==> src/hdl/tsps_pkg.sv <==
// Shared types and codes for the tracker song-position sequencer.
// No dependencies; imported by the top level.
`default_nettype none

package tsps_pkg;

    // Input command codes
    typedef enum logic [1:0] {
        CMD_TICK       = 2'd0,
        CMD_ROW_EFFECT = 2'd1,
        CMD_ROW_END    = 2'd2,
        CMD_GOTO       = 2'd3
    } command_t;

    // Row effect codes
    localparam logic [2:0] FX_SPEED       = 3'd0;
    localparam logic [2:0] FX_JUMP        = 3'd1;
    localparam logic [2:0] FX_BREAK       = 3'd2;
    localparam logic [2:0] FX_LOOP_START  = 3'd3;
    localparam logic [2:0] FX_LOOP        = 3'd4;
    localparam logic [2:0] FX_PATT_DELAY  = 3'd5;

    // Reset values
    localparam logic [7:0] TICKS_PER_ROW_RESET = 8'd6;
    localparam logic [7:0] TICK_LEFT_RESET     = 8'd1;
    localparam logic [8:0] TRACK_LENGTH_RESET  = 9'd1;
    localparam int unsigned MAX_TRACKS         = 256;

    // Configuration register addresses (byte address bit 2 selects register)
    localparam logic REG_TRACK_LENGTH = 1'b0;

endpackage

`default_nettype wire

==> src/hdl/tracker_song_position_sequencer.sv <==
// Song-position sequencer of a music tracker: tick counting, row and order-list
// advance, row effects, song-length capture. Depends on tsps_pkg.
//
//  channel | direction | handshake           | payload
//  --------+-----------+---------------------+------------------------------------------
//  in      | in        | in_valid / in_stall | command, effect_code, effect_value,
//          |           |                     | pattern_rows, target_track
//  out     | out       | out_valid/out_stall | row_due, current_row, current_track,
//          |           |                     | song_looped, song_frames
//  cfg     | in/out    | APB write/read      | track_length at byte address 0
//
// One item per cycle while out_stall is low: a transfer lands in the input register, and
// once the result register is free or being taken it updates the sequencer state and loads it.
// Reset (rst_n low, asynchronous) loads all state but the result data with its reset values; no clear pass.
// A stalled result holds the input register; in_stall rises only when both are full.
`default_nettype none

module tracker_song_position_sequencer
    import tsps_pkg::*;
(
    input  wire logic        clk,
    input  wire logic        rst_n,
    // input channel
    input  wire logic        in_valid,
    output logic             in_stall,
    input  wire logic [1:0]  command,
    input  wire logic [2:0]  effect_code,
    input  wire logic [7:0]  effect_value,
    input  wire logic [7:0]  pattern_rows,
    input  wire logic [7:0]  target_track,
    // output channel
    output logic             out_valid,
    input  wire logic        out_stall,
    output logic             row_due,
    output logic [7:0]       current_row,
    output logic [7:0]       current_track,
    output logic             song_looped,
    output logic [31:0]      song_frames,
    // configuration port
    input  wire logic        psel,
    input  wire logic        penable,
    input  wire logic        pwrite,
    input  wire logic [2:0]  paddr,
    input  wire logic [31:0] pwdata,
    output logic [31:0]      prdata,
    output logic             pready
);

    // Configuration
    logic [8:0] track_length_reg;

    // Input register
    logic       in_valid_reg;
    command_t   command_reg;
    logic [2:0] effect_code_reg;
    logic [7:0] effect_value_reg;
    logic [7:0] pattern_rows_reg;
    logic [7:0] target_track_reg;

    // Sequencer state
    logic [7:0]  ticks_per_row_reg, ticks_per_row_next;
    logic [7:0]  tick_left_reg, tick_left_next;
    logic [7:0]  row_position_reg, row_position_next;
    logic [7:0]  track_position_reg, track_position_next;
    logic [7:0]  loop_row_reg, loop_row_next;
    logic [7:0]  loop_left_reg, loop_left_next;
    logic [7:0]  row_delay_reg, row_delay_next;
    logic [7:0]  rows_latched_reg, rows_latched_next;
    logic [31:0] frame_count_reg, frame_count_next;
    logic        looped_flag_reg, looped_flag_next;
    logic        row_pending_reg, row_pending_next;
    logic [7:0]  row_captured_reg, row_captured_next;
    logic [31:0] song_length_reg, song_length_next;
    logic        due_next;

    // Result register
    logic        out_valid_reg;
    logic        row_due_reg;
    logic [7:0]  current_row_reg;
    logic [7:0]  current_track_reg;
    logic        song_looped_reg;
    logic [31:0] song_frames_reg;

    logic advance;
    logic in_take;
    logic cfg_write;

    // Working values for the update
    logic [8:0]  len_eff;
    logic [8:0]  track_inc;
    logic        track_wrap;
    logic [7:0]  track_stepped;
    logic        adv_en;
    logic [7:0]  adv_rows;
    logic [7:0]  row_inc;
    logic [7:0]  loop_dec;
    logic [15:0] delay_product;

    // Handshake: stage moves when the result register is free or being taken
    assign advance  = in_valid_reg && (!out_valid_reg || !out_stall);
    assign in_stall = in_valid_reg && !advance;
    assign in_take  = in_valid && !in_stall;

    // APB port
    assign pready    = 1'b1;
    assign cfg_write = psel && penable && pwrite;
    assign prdata    = (paddr[2] == REG_TRACK_LENGTH) ? {23'd0, track_length_reg} : 32'd0;

    always_ff @(posedge clk or negedge rst_n)
    begin
        if (!rst_n)
        begin
            track_length_reg <= TRACK_LENGTH_RESET;
        end
        else if (cfg_write && (paddr[2] == REG_TRACK_LENGTH))
        begin
            track_length_reg <= pwdata[8:0];
        end
    end

    // Input register
    always_ff @(posedge clk or negedge rst_n)
    begin
        if (!rst_n)
        begin
            in_valid_reg <= 1'b0;
        end
        else if (in_take || advance)
        begin
            in_valid_reg <= in_take;
        end
    end

    always_ff @(posedge clk or negedge rst_n)
    begin
        if (!rst_n)
        begin
            command_reg      <= CMD_TICK;
            effect_code_reg  <= 3'd0;
            effect_value_reg <= 8'd0;
            pattern_rows_reg <= 8'd0;
            target_track_reg <= 8'd0;
        end
        else if (in_take)
        begin
            command_reg      <= command_t'(command);
            effect_code_reg  <= effect_code;
            effect_value_reg <= effect_value;
            pattern_rows_reg <= pattern_rows;
            target_track_reg <= target_track;
        end
    end

    // Order-list step with wrap; lengths above the maximum act as the maximum
    always_comb
    begin
        len_eff       = (track_length_reg > 9'(MAX_TRACKS)) ? 9'(MAX_TRACKS)
                                                            : track_length_reg;
        track_inc     = {1'b0, track_position_reg} + 9'd1;
        track_wrap    = (track_inc >= len_eff);
        track_stepped = track_wrap ? 8'd0 : track_inc[7:0];
        delay_product = 16'(ticks_per_row_reg) * 16'(effect_value_reg);
        loop_dec      = loop_left_reg - 8'd1;
    end

    // Compute the next state for the item in the input register
    always_comb
    begin
        ticks_per_row_next  = ticks_per_row_reg;
        tick_left_next      = tick_left_reg;
        row_position_next   = row_position_reg;
        track_position_next = track_position_reg;
        loop_row_next       = loop_row_reg;
        loop_left_next      = loop_left_reg;
        row_delay_next      = row_delay_reg;
        rows_latched_next   = rows_latched_reg;
        frame_count_next    = frame_count_reg;
        looped_flag_next    = looped_flag_reg;
        row_pending_next    = row_pending_reg;
        row_captured_next   = row_captured_reg;
        song_length_next    = song_length_reg;
        due_next            = 1'b0;
        adv_en              = 1'b0;
        adv_rows            = pattern_rows_reg;
        row_inc             = 8'd0;

        unique case (command_reg)
            CMD_TICK:
            begin
                frame_count_next = frame_count_reg + 32'd1;
                if (!row_pending_reg)
                begin
                    tick_left_next = tick_left_reg - 8'd1;
                    if (tick_left_next == 8'd0)
                    begin
                        row_pending_next  = 1'b1;
                        rows_latched_next = pattern_rows_reg;
                        row_captured_next = row_position_reg;
                        row_delay_next    = 8'd0;
                        due_next          = 1'b1;
                    end
                    else
                    begin
                        adv_en   = (tick_left_next == 8'd1);
                        adv_rows = pattern_rows_reg;
                    end
                end
            end
            CMD_ROW_EFFECT:
            begin
                if (row_pending_reg)
                begin
                    // Apply the row effect; unknown codes are dropped
                    if (effect_code_reg == FX_SPEED)
                    begin
                        ticks_per_row_next = effect_value_reg;
                    end
                    else if (effect_code_reg == FX_JUMP)
                    begin
                        track_position_next = effect_value_reg;
                        row_position_next   = 8'd0;
                    end
                    else if (effect_code_reg == FX_BREAK)
                    begin
                        track_position_next = track_stepped;
                        row_position_next   = effect_value_reg;
                    end
                    else if (effect_code_reg == FX_LOOP_START)
                    begin
                        loop_row_next = row_captured_reg;
                    end
                    else if (effect_code_reg == FX_LOOP)
                    begin
                        if (loop_left_reg == 8'd0)
                        begin
                            loop_left_next    = effect_value_reg;
                            row_position_next = loop_row_reg;
                        end
                        else
                        begin
                            loop_left_next = loop_dec;
                            if (loop_dec != 8'd0)
                            begin
                                row_position_next = loop_row_reg;
                            end
                        end
                    end
                    else if (effect_code_reg == FX_PATT_DELAY)
                    begin
                        row_delay_next = delay_product[7:0];
                    end
                end
            end
            CMD_ROW_END:
            begin
                if (row_pending_reg)
                begin
                    row_pending_next = 1'b0;
                    tick_left_next   = ticks_per_row_reg + row_delay_reg;
                    row_delay_next   = 8'd0;
                    adv_en           = (tick_left_next == 8'd1);
                    adv_rows         = rows_latched_reg;
                end
            end
            CMD_GOTO:
            begin
                track_position_next = target_track_reg;
                row_position_next   = 8'd0;
                loop_row_next       = 8'd0;
                loop_left_next      = 8'd0;
                tick_left_next      = TICK_LEFT_RESET;
                row_delay_next      = 8'd0;
                row_pending_next    = 1'b0;
            end
        endcase

        // Advance the row; at the pattern end step the order list
        if (adv_en)
        begin
            row_inc           = row_position_reg + 8'd1;
            row_position_next = row_inc;
            if (row_inc >= adv_rows)
            begin
                row_position_next   = 8'd0;
                loop_row_next       = 8'd0;
                loop_left_next      = 8'd0;
                track_position_next = track_stepped;
                if (track_wrap)
                begin
                    song_length_next = frame_count_next;
                    frame_count_next = 32'd0;
                    looped_flag_next = 1'b1;
                end
            end
        end
    end

    // State registers
    always_ff @(posedge clk or negedge rst_n)
    begin
        if (!rst_n)
        begin
            ticks_per_row_reg  <= TICKS_PER_ROW_RESET;
            tick_left_reg      <= TICK_LEFT_RESET;
            row_position_reg   <= 8'd0;
            track_position_reg <= 8'd0;
            loop_row_reg       <= 8'd0;
            loop_left_reg      <= 8'd0;
            row_delay_reg      <= 8'd0;
            rows_latched_reg   <= 8'd0;
            frame_count_reg    <= 32'd0;
            looped_flag_reg    <= 1'b0;
            row_pending_reg    <= 1'b0;
            row_captured_reg   <= 8'd0;
            song_length_reg    <= 32'd0;
        end
        else if (advance)
        begin
            ticks_per_row_reg  <= ticks_per_row_next;
            tick_left_reg      <= tick_left_next;
            row_position_reg   <= row_position_next;
            track_position_reg <= track_position_next;
            loop_row_reg       <= loop_row_next;
            loop_left_reg      <= loop_left_next;
            row_delay_reg      <= row_delay_next;
            rows_latched_reg   <= rows_latched_next;
            frame_count_reg    <= frame_count_next;
            looped_flag_reg    <= looped_flag_next;
            row_pending_reg    <= row_pending_next;
            row_captured_reg   <= row_captured_next;
            song_length_reg    <= song_length_next;
        end
    end

    // Result register
    always_ff @(posedge clk or negedge rst_n)
    begin
        if (!rst_n)
        begin
            out_valid_reg <= 1'b0;
        end
        else if (advance)
        begin
            out_valid_reg <= 1'b1;
        end
        else if (!out_stall)
        begin
            out_valid_reg <= 1'b0;
        end
    end

    always_ff @(posedge clk)
    begin
        if (advance)
        begin
            row_due_reg       <= due_next;
            current_row_reg   <= row_position_next;
            current_track_reg <= track_position_next;
            song_looped_reg   <= looped_flag_next;
            song_frames_reg   <= song_length_next;
        end
    end

    assign out_valid     = out_valid_reg;
    assign row_due       = row_due_reg;
    assign current_row   = current_row_reg;
    assign current_track = current_track_reg;
    assign song_looped   = song_looped_reg;
    assign song_frames   = song_frames_reg;

    // Checks
    a_due_pending: assert property (@(posedge clk) disable iff (!rst_n)
        out_valid_reg && row_due_reg |-> row_pending_reg)
        else $error("row_due shown without a pending row");

    a_stall_full: assert property (@(posedge clk) disable iff (!rst_n)
        in_stall |-> in_valid_reg && out_valid_reg)
        else $error("input stalled with a free stage");

    a_looped_sticky: assert property (@(posedge clk) disable iff (!rst_n)
        looped_flag_reg |=> looped_flag_reg)
        else $error("looped flag cleared");

    a_row_hold: assert property (@(posedge clk) disable iff (!rst_n)
        !advance |=> $stable(row_position_reg) && $stable(track_position_reg))
        else $error("position changed without an item");

    a_result_match: assert property (@(posedge clk) disable iff (!rst_n)
        advance |=> current_row_reg == row_position_reg
                    && current_track_reg == track_position_reg)
        else $error("result does not match updated state");

endmodule

`default_nettype wire

==> config.mk <==
export PLATFORM = sky130hd
export DESIGN_NAME = tracker_song_position_sequencer
export DESIGN_NICKNAME = d
export VERILOG_FILES = /design/src/hdl/tsps_pkg.sv /design/src/hdl/tracker_song_position_sequencer.sv
export SDC_FILE = /design/constraint.sdc
export NUM_CORES = 1
export LEC_CHECK = 0
export ABC_AREA = 1
export BUFFER_PORTS_ARGS = -buffer_cell sky130_fd_sc_hd__buf_4
export CAP_MARGIN = 20
export CORE_MARGIN = 3
export CORE_UTILIZATION = 56
export CTS_BUF_LIST = sky130_fd_sc_hd__clkbuf_4
export DETAILED_ROUTE_END_ITERATION = 8
export PLACE_DENSITY = 0.8
export SLEW_MARGIN = 10
export SYNTH_ARGS = -nofsm -noshare
export SYNTH_HDL_FRONTEND = slang
export SYNTH_SLANG_ARGS = --single-unit
==> constraint.sdc <==
create_clock -name clk -period 3.85 [get_ports clk]
set_input_delay 0.5775 -clock clk [delete_from_list [all_inputs] [get_ports clk]]
set_output_delay 0.5775 -clock clk [all_outputs]
set_load 0.02 [all_outputs]
Yosys cells after proc, flatten, opt, wreduce, memory -nomap -nowiden
Cells that the tools add are included.
{ "totals": {"in_bits": 71, "ff_bits": 228, "output_inout_bits": 85, "word_cells": 160} }
{ "op_classes": {"add_sub_neg": 6, "muxes": 74, "bitwise": 3, "reduce_logical": 26, "mul": 1, "n_eq_ne": 21, "n_lt_le_gt_ge": 3} }
{ "ops": {"columns": ["op", "count"], "rows": [
  ["8-bit 2-to-1 mux", 47],
  ["32-bit 2-to-1 mux", 7],
  ["8-bit case mux with 2 select lines", 4],
  ["32-bit by 1-bit adder with 32-bit output, second input constant", 1],
  ["8-bit case mux with 4 select lines", 1],
  ["8-bit case mux with 3 select lines", 1],
  ["2-bit inequality test, second input constant", 10],
  ["9-bit 2-to-1 mux", 2],
  ["8-bit by 1-bit == test with 1-bit output, second input constant", 2],
  ["8-bit zero test", 2],
  ["8-bit by 1-bit subtractor with 8-bit output, second input constant", 2],
  ["4-bit AND reduction", 3],
  ["11-bit AND reduction", 1],
  ["1-bit 2-to-1 mux", 10],
  ["8-bit by 1-bit adder with 9-bit output, second input constant", 1],
  ["9-bit >= comparator", 1],
  ["9-bit greater-than comparator, second input constant", 1],
  ["8-bit by 1-bit adder with 8-bit output, second input constant", 1],
  ["8-bit adder", 1],
  ["8-bit >= comparator", 1],
  ["8-bit by 8-bit multiplier with 8-bit output", 1],
  ["8-bit nonzero test", 1],
  ["3-bit by 2-bit == test with 1-bit output, second input constant", 2],
  ["3-bit == test, second input constant", 2],
  ["15 further kinds", 29]
]} }

Longest topological paths before layout
Gate-level depths: netlist (run 1).
{ "depth": {"ltp_word": 12, "mapped_depth": 26} }

Worst setup path before layout (run 1)
No wires, ideal clock.
{ "synth_path": {"path_type": "flip-flop to flip-flop", "from": "register ticks_per_row_reg[1]", "to": "register row_delay_reg[7]", "setup_slack_ns": 0.072, "t_required_ns": 3.710, "stages_incl_launch_ff": 21, "arrival_time_ns": 3.638, "setup_ns": 0.140, "n_path_buf": 1, "cell_sequence": "dfstp_2 clkbuf_1 nand2_1 inv_1 fa_1 inv_1 fa_1 inv_1 ha_1 inv_1 fa_1 inv_1 ha_1 nand2_1 nand2_1 a21oi_1 xor2_1 xnor2_1 a21oi_1 o21ai_0 o21ai_0"} }
{ "synth_via": {"elab_chain_len": 9} }
{ "synth_lines": {"columns": ["item", "line_no", "source"], "rows": [
  ["start, declared", "tracker_song_position_sequencer.sv:61", "logic [7:0] ticks_per_row_reg, ticks_per_row_next;"],
  ["start signal, assigned", "tracker_song_position_sequencer.sv:319", "ticks_per_row_reg <= ticks_per_row_next;"],
  ["8-bit by 8-bit multiplier with 8-bit output", "tracker_song_position_sequencer.sv:162", "delay_product = 16'(ticks_per_row_reg) * 16'(effect_value_reg);"],
  ["8-bit 2-to-1 mux", "tracker_song_position_sequencer.sv:248", "else if (effect_code_reg == FX_PATT_DELAY)"],
  ["8-bit 2-to-1 mux", "tracker_song_position_sequencer.sv:232", "else if (effect_code_reg == FX_LOOP)"],
  ["8-bit 2-to-1 mux", "tracker_song_position_sequencer.sv:228", "else if (effect_code_reg == FX_LOOP_START)"],
  ["8-bit 2-to-1 mux", "tracker_song_position_sequencer.sv:223", "else if (effect_code_reg == FX_BREAK)"],
  ["8-bit 2-to-1 mux", "tracker_song_position_sequencer.sv:218", "else if (effect_code_reg == FX_JUMP)"],
  ["8-bit 2-to-1 mux", "tracker_song_position_sequencer.sv:214", "if (effect_code_reg == FX_SPEED)"],
  ["8-bit 2-to-1 mux", "tracker_song_position_sequencer.sv:211", "if (row_pending_reg)"],
  ["8-bit case mux with 4 select lines", "tracker_song_position_sequencer.sv:187", "unique case (command_reg)"],
  ["end signal, assigned", "tracker_song_position_sequencer.sv:325", "row_delay_reg <= row_delay_next;"],
  ["end, declared", "tracker_song_position_sequencer.sv:67", "logic [7:0] row_delay_reg, row_delay_next;"]
]} }
No other way between the ends. The select of a mux whose other input is x is not followed.
A chain may end at the register's enable or synchronous reset.

Worst setup path in the final report (run 1)
{ "layout_path": {"from": "register effect_value_reg[2]", "to": "register row_delay_reg[7]"} }
{ "layout_via": {"elab_chain_len": 9} }
{ "layout_lines": {"columns": ["item", "line_no", "source"], "rows": [
  ["start, declared", "tracker_song_position_sequencer.sv:56", "logic [7:0] effect_value_reg;"],
  ["start signal, assigned", "tracker_song_position_sequencer.sv:148", "effect_value_reg <= effect_value;"],
  ["8-bit by 8-bit multiplier with 8-bit output", "tracker_song_position_sequencer.sv:162", null],
  ["8-bit 2-to-1 mux", "tracker_song_position_sequencer.sv:248", null],
  ["8-bit 2-to-1 mux", "tracker_song_position_sequencer.sv:232", null],
  ["8-bit 2-to-1 mux", "tracker_song_position_sequencer.sv:228", null],
  ["8-bit 2-to-1 mux", "tracker_song_position_sequencer.sv:223", null],
  ["8-bit 2-to-1 mux", "tracker_song_position_sequencer.sv:218", null],
  ["8-bit 2-to-1 mux", "tracker_song_position_sequencer.sv:214", null],
  ["8-bit 2-to-1 mux", "tracker_song_position_sequencer.sv:211", null],
  ["8-bit case mux with 4 select lines", "tracker_song_position_sequencer.sv:187", null]
]} }
No other way between the ends. The select of a mux whose other input is x is not followed.

==> results of run 1 <==
-- layout by cell type (no fill, tap or decap), types with 24 or more instances in the layout --
cell type / instances
nand2_1: 624
o22ai_1: 38
clkbuf_4: 95
nor2_1: 102
dfrtp_1: 171
buf_4: 139
edfxtp_1: 50
o21ai_0: 138
nand3_1: 96
ha_1: 47
inv_1: 229
xor2_1: 49
a21oi_1: 75
conb_1: 24
-- metal layers --
| metal | vias to the layer above | wire length, um | track usage, % |
|---|---|---|---|
| met2 | 449 | 16400 | 43.2 |
| met4 | 0 | 1200 | 10.1 |
| li1 | 6270 | - | - |
| met5 | - | 0 | 0 |
| met3 | 96 | 2520 | 4.32 |
| met1 | 5949 | 15300 | 35.8 |
-- kinds of logic after synthesis --
family | Yosys count | share of synthesized area (%)
buf+inv | 336 | 9.73
mux | 10 | 0.786
compound gates | 289 | 11.0
fa+ha+maj | 61 | 6.07
other cells | 2 | 0.0530
flops | 228 | 42.0
xor+xnor | 62 | 3.83
simple gates | 896 | 26.5
-- cells in the mapped netlist (2+ instances only) --
master and instances:
a21boi_0 2, a21oi_1 76, a21oi_2 2, a22oi_1 9, a31oi_1 2, buf_1 4
buf_2 10, buf_4 26, clkbuf_1 58, clkinv_1 4, conb_1 2, dfrtp_1 174
dfstp_2 4, edfxtp_1 50, fa_1 13, ha_1 48, inv_1 229, inv_2 4
mux2_2 9, nand2_1 624, nand2_2 5, nand2_4 3, nand3_1 97, nand3b_1 2
nand4_1 12, nor2_1 103, nor2_2 4, nor2_4 5, nor2_8 2, nor3_1 21
nor3_2 3, nor4_1 7, o211ai_1 4, o21ai_0 139, o21ai_1 10, o22ai_1 38
or2_2 2, xnor2_1 13, xor2_1 49
-- power groups by stage --
stage,sequential [uW],clock (uW),combinational [uW]
global route,3020,2300,2180
floorplan,3010,0,1290
finish,2990,2120,1920
detailed placement,3020,0,1880
global placement,3010,0,1840
CTS,2980,2180,1900
-- critical path, cell delays in order, from the launching register on --
cell,delay (ns)
dfrtp_2,0.46
nand2_1,0.09
inv_1,0.04
ha_1,0.21
fa_1,0.48
ha_1,0.29
inv_1,0.05
fa_1,0.53
inv_1,0.07
fa_1,0.47
nand2_1,0.08
nand2_1,0.06
a21oi_2,0.14
xor2_1,0.19
xnor2_1,0.15
a21oi_1,0.08
o21ai_0,0.07
o21ai_1,0.09
-- timing repair --
| item | CTS | global route |
|---|---|---|
| hold endpoints to repair | 9 | 0 |
| pin swaps | 0 | 4 |
| hold buffers | 1 | 0 |
| gates resized for setup | 0 | 10 |
| buffers inserted | 2 | 4 |
| gates cloned | 0 | 0 |
| endpoints found under the setup margin | 1 | 45 |
-- per-stage QoR --
step	total power [uW]	hold slack [ns]	util [%]	TNS (ns)	worst slack [ns]
floorplan	4300	0.282	-	0	0.0724
global placement	4850	0.435	61.9	0	0.0702
detailed placement	4900	0.440	61.9	0	0.0345
CTS	7050	0.0755	65.1	0	0.0297
global route	7490	0.102	65.4	-0.0415	-0.0415
finish	7030	0.113	65.4	0	0.169
-- cell type report --
type | instances | area (um2)
Antenna cell | 1 | 2.50
Clock buffer | 95 | 713
Tap cell | 324 | 405
Clock inverter | 12 | 56.3
Sequential cell | 228 | 5960
Inverter | 237 | 897
Multi-Input combinational cell | 1342 | 6950
Timing Repair Buffer | 143 | 1100
Fill cell | 2170 | 8510
-- path summary, 6_finish.rpt --
kind	slack, ns	from	cells past startpoint	endpoint
worst min register to register	0.46	looped_flag_reg$_DFFE_PN0P_	2	looped_flag_reg$_DFFE_PN0P_
max in group asynchronous	2.37	rst_n	3	frame_count_reg[0]$_DFFE_PN0P_
worst min-delay path	0.11	target_track[0]	2	target_track_reg[0]$_DFFE_PN0P_
min in group asynchronous	0.56	rst_n	2	row_position_reg[0]$_DFFE_PN0P_
worst max register to register	0.17	effect_value_reg[2]$_DFFE_PN0P_	17	row_delay_reg[7]$_DFFE_PN0P_
worst max-delay path	0.17	effect_value_reg[2]$_DFFE_PN0P_	17	row_delay_reg[7]$_DFFE_PN0P_
==> impl_metrics.json, run 1 <==
{
  "syn-instance-count": 1884,
  "drtIter0Drc": 1060,
  "fin_crit_sh_pct": 95.6,
  "setup_viol": 0,
  "synth_area_leaders": "dfrtp_1 (31%), nand2_1 (17%), edfxtp_1 (11%)",
  "initial_core_util_pct": 57.6,
  "hold_viol": 0,
  "drv_slew": 0,
  "wire_per_inst_um": 14.9,
  "fp.dieW_um": 165,
  "power_frac_clock_pct": 30.2,
  "fin_cells": 2382,
  "gp_congestion": 0.932,
  "worstHoldPathType": "input pin to register",
  "synth_edf_count": 50,
  "die_h_um": 165,
  "dieArea_um2": 27300,
  "ys_seq_elements": 228,
  "worst_slew_pin_slew_ns": 0.984,
  "drive_gt1_share_pct": 14.5,
  "antenna_found_initial": 1,
  "cts_buffers": 59,
  "rows": 57,
  "synth_area_leader_cell": "dfrtp_1",
  "setup.worst_path.start_class": "register",
  "cts_tree": "yes",
  "synthesis.area_um2": 14200,
  "p_int_uw": 4490,
  "grt_pass1_vias": 12400,
  "design.portCount": 156,
  "clock_skew_ns": 0.112,
  "grt_usage_pct": 26.5,
  "portBuffers": 106,
  "synth-async-reset-ratio_pct": 78.1,
  "maxCapViolations": 0,
  "core_um2": 24600,
  "slew_headroom_pct": 34.4,
  "syn_avg_cell_area_um2": 7.52,
  "clock_path_buffers": 3,
  "p_sw_uw": 2540,
  "ys_seq_area_share_pct": 42.0,
  "critPathRequiredTime_ns": 4.37,
  "vias_per_cell": 5.36,
  "overflow": 0,
  "clock-sinks": 228,
  "placed_area_um2": 15200,
  "final_nets": 2143,
  "yosysWarnings": 0,
  "swShare_pct": 36.2,
  "critPathMaxFanout": 7,
  "leakage_uw": 0.00824,
  "num_vias": 12800,
  "min_period_ns": 3.68,
  "pwr_density_cell_nw_per_um2": 437,
  "peakVddDrop_mv": 0.366,
  "synthToLayoutAreaGrowth_pct": 13.5,
  "drt_wl_total_um": 35500,
  "status": "finished clean",
  "pwr-share-seq_pct": 42.5,
  "cts_root_buffer": "clkbuf_4",
  "drc": 0,
  "dr.pass1.iters": 8,
  "synth_top_area_share_pct": 30.7,
  "clk_pin_slew_ns": 0.07,
  "clock_latency_ns": 0.75,
  "grt_max_degree": 145,
  "placedCellCount": 2267,
  "pwr-share-comb_pct": 27.4,
  "drt.antenna.violating_nets": 0,
  "fmax_mhz": 272,
  "synthDistinctLibCells": 54,
  "htree_levels": 2,
  "grt_first_pass_wirelength_um": 58700,
  "worstSetupPathType": "register to register",
  "ys.flop_type": "dfrtp_1",
  "fin_area_um2": 16100,
  "dp_hpwl_um": 24700,
  "crit_arrival_ns": 4.20,
  "end_kind": "register"
}
Note: power is estimated with default switching activity, not from simulation.
==> run 2, diff against run 1 <==
Settings changed: ABC_AREA 1 to not set, CORE_UTILIZATION 56 to 55, PLACE_DENSITY 0.8 to 0.79.
==> impl_metrics.json, run 2 <==
{
  "status": "finished clean",
  "ys.flop_type": "dfrtp_1",
  "worst_slew_pin_slew_ns": 0.945,
  "cp_common_cell": "ha_1",
  "syn-instance-count": 1315,
  "drt.antenna.violating_nets": 0,
  "clk_pin_slew_ns": 0.07,
  "pwr-share-seq_pct": 42.6,
  "dr.pass1.iters": 6,
  "r2r_end": "loop_row_reg[5]$_DFFE_PN0P_",
  "vias_per_cell": 5.84,
  "overflow": 0,
  "drt_wl_total_um": 31400,
  "leakage_uw": 0.00712,
  "layout_commonest_cell": "dfrtp_1",
  "crit_arrival_ns": 4.35,
  "clock_latency_ns": 0.70,
  "synth_top_area_share_pct": 32.5,
  "path_buf_inv": 0,
  "ys_seq_elements": 228,
  "portBuffers": 106,
  "synthToLayoutAreaGrowth_pct": 15.0,
  "dieArea_um2": 26300,
  "top_layer": "met4",
  "end_kind": "register",
  "cpPeakStageDelay_ns": 0.68,
  "timing.rr.start": "row_position_reg[0]$_DFFE_PN0P_",
  "rows": 56,
  "gp_congestion": 0.903,
  "power_frac_clock_pct": 29.6,
  "drv_slew": 0,
  "synth-async-reset-ratio_pct": 78.1,
  "final_cell_mix": "dfrtp_1 (173), buf_4 (151), nand2_1 (109)",
  "min_period_ns": 3.71,
  "post-route-util_pct": 65.1,
  "final_nets": 1592,
  "rsz0062_at_grt": "no",
  "yosysMostFrequentCell": "dfrtp_1",
  "grt_max_degree": 90,
  "synthAdderAreaFrac_pct": 6.42,
  "synth_top_family_by_area": "simple AND/OR/NAND/NOR gates",
  "synth-xor-area-share_pct": 4.11,
  "wl_met2_um": 15500,
  "grt_first_pass_wirelength_um": 52000,
  "grt_pass1_vias": 10700,
  "worstHoldPathType": "input pin to register",
  "swShare_pct": 34.4,
  "fin_crit_sh_pct": 96.4,
  "synth_area_leaders": "dfrtp_1 (32%), edfxtp_1 (11%), mux2_2 (7.1%)",
  "fmax_mhz": 270,
  "critPathMaxFanout": 9,
  "r2r_cells": 12,
  "cts_root_buffer": "clkbuf_4",
  "critical-path-top-delay-family": "compound AO/OA/AOI/OAI gates",
  "syn_avg_cell_area_um2": 10.2,
  "setup.worst_path.start_class": "register",
  "synth-compound-area-share_pct": 15.3,
  "cts_buffers": 59,
  "maxCapViolations": 0,
  "synth_area_leader_cell": "dfrtp_1",
  "setup_viol": 0,
  "drc": 0,
  "synthSimpleGateAreaFrac_pct": 15.5,
  "crit_chain": "ha_1, nand3_1, nor3_1, xor2_1, ha_1, a2111o_1, nor2_1, o21ai_0, nand2_2, a21oi_1, o21ai_1, a22o_1",
  "drive_gt1_share_pct": 24.6,
  "synthMuxAreaShare_pct": 8.66,
  "pwr_density_cell_nw_per_um2": 472,
  "peakVddDrop_mv": 0.366,
  "slew_headroom_pct": 36.8,
  "hold_viol": 0,
  "design.portCount": 156,
  "wl_met1_um": 12800,
  "critPathRequiredTime_ns": 4.49,
  "ys_seq_area_share_pct": 44.4,
  "cts_tree": "yes",
  "wire_per_inst_um": 17.2,
  "htree_levels": 2,
  "die_h_um": 162,
  "grt_usage_pct": 24.1,
  "fp.dieW_um": 162,
  "drtIter0Drc": 928,
  "num_vias": 10700,
  "whs_endpoint": "track_length_reg[0]$_DFFE_PN1P_",
  "dp_hpwl_um": 22100,
  "p_sw_uw": 2500,
  "synthDistinctLibCells": 81,
  "p_int_uw": 4770,
  "worstSetupPathType": "register to register",
  "met3_length_um": 2070,
  "clock_skew_ns": 0.0452,
  "yosysWarnings": 0,
  "synthesis.area_um2": 13400,
  "netlist_top_cells_count": "dfrtp_1 (174), nand2_1 (111), mux2_2 (84)",
  "clock-sinks": 228,
  "reg2reg_slack_ns": 0.14,
  "synth_edf_count": 50,
  "fin_setup_tns_ns": 0,
  "hold_depth": 2,
  "clock_path_buffers": 3,
  "initial_core_util_pct": 56.6,
  "hp-start": "pwdata[0]",
  "core_um2": 23700,
  "pwr-share-comb_pct": 27.8,
  "antenna_found_initial": 1,
  "slowest_stage": "o21ai_1"
}
[run 2: cell count changes in the layout (fill, tap and decap cells not counted), moves of 28 or more]
cell	previous run	this run
a22o_1	0	28
and2_1	0	41
inv_1	229	52
mux2_2	9	84
nand2_1	624	109
nand3_1	96	40
o21ai_0	138	52
o22ai_1	38	8
[run 2: per-stage QoR]
step,cells,hold WS (ns),power (uW),setup WS (ns),instance area [um2]
2_1_floorplan,1337,0.282,4460,0.293,13500
3_3_place_gp,1713,0.453,5050,0.166,14600
3_5_place_dp,1713,0.445,5120,0.0718,14600
4_1_cts,1825,0.0633,7300,0.0144,15400
5_1_grt,1830,0.0725,7730,0.00874,15400
6_report,1830,0.105,7270,0.140,15400
[run 2: power by group through the flow]
stage	clock network (uW)	registers, uW	logic (uW)
after global routing	2340	3140	2250
after floorplan	0	3080	1380
final	2150	3100	2020
after global placement	0	3120	1930
after detailed placement	0	3130	1990
after CTS	2210	3090	2000
[run 2: cell type report]
| type | count | area [um2] |
|---|---|---|
| clock buffers | 93 | 698 |
| diodes | 1 | 2.50 |
| inverters | 54 | 205 |
| well taps | 319 | 399 |
| clock inverters | 18 | 98.8 |
| repair buffers | 157 | 1230 |
| multi-input cells | 960 | 6820 |
| flip-flops and latches | 228 | 5960 |
| fillers | 1956 | 8260 |
[run 2: logic make-up (layout without fill, tap and decap cells)]
logic type / Yosys count / after routing
AO/OA/AOI/OAI: 304 / 304
XOR/XNOR: 63 / 63
adder cells (fa/ha/maj): 61 / 61
buffers and inverters: 149 / 322
flip-flops: 228 / 228
multiplexers: 104 / 104
other: 2 / 25
AND/OR/NAND/NOR: 404 / 404
[run 2: worst max path at each step]
stage,start,endpoint,cells after the start
6_report,row_position_reg[0]$_DFFE_PN0P_,loop_row_reg[5]$_DFFE_PN0P_,12
2_1_floorplan,effect_value_reg[2]$_DFFE_PN0P_,row_delay_reg[7]$_DFFE_PN0P_,14
3_3_place_gp,ticks_per_row_reg[2]$_DFFE_PN1P_,row_delay_reg[7]$_DFFE_PN0P_,15
3_5_place_dp,row_position_reg[0]$_DFFE_PN0P_,current_track[0]$_DFFE_PP_,12
5_1_grt,row_position_reg[0]$_DFFE_PN0P_,song_frames[18]$_DFFE_PP_,14
4_1_cts,row_position_reg[0]$_DFFE_PN0P_,current_track[0]$_DFFE_PP_,12
[run 2: timing repair]
| item | CTS | global route |
|---|---|---|
| endpoints found under the setup margin | 0 | 61 |
| hold endpoints to repair | 50 | 0 |
| buffers inserted | 0 | 4 |
| hold buffers | 1 | 0 |
| gates resized for setup | 0 | 6 |
[run 2: layer usage]
layer,vias to the layer above,GRT usage [%]
li1,5042,-
met1,5161,30.7
met2,386,41.4
met3,103,4.34
met4,0,8.69
met5,-,0
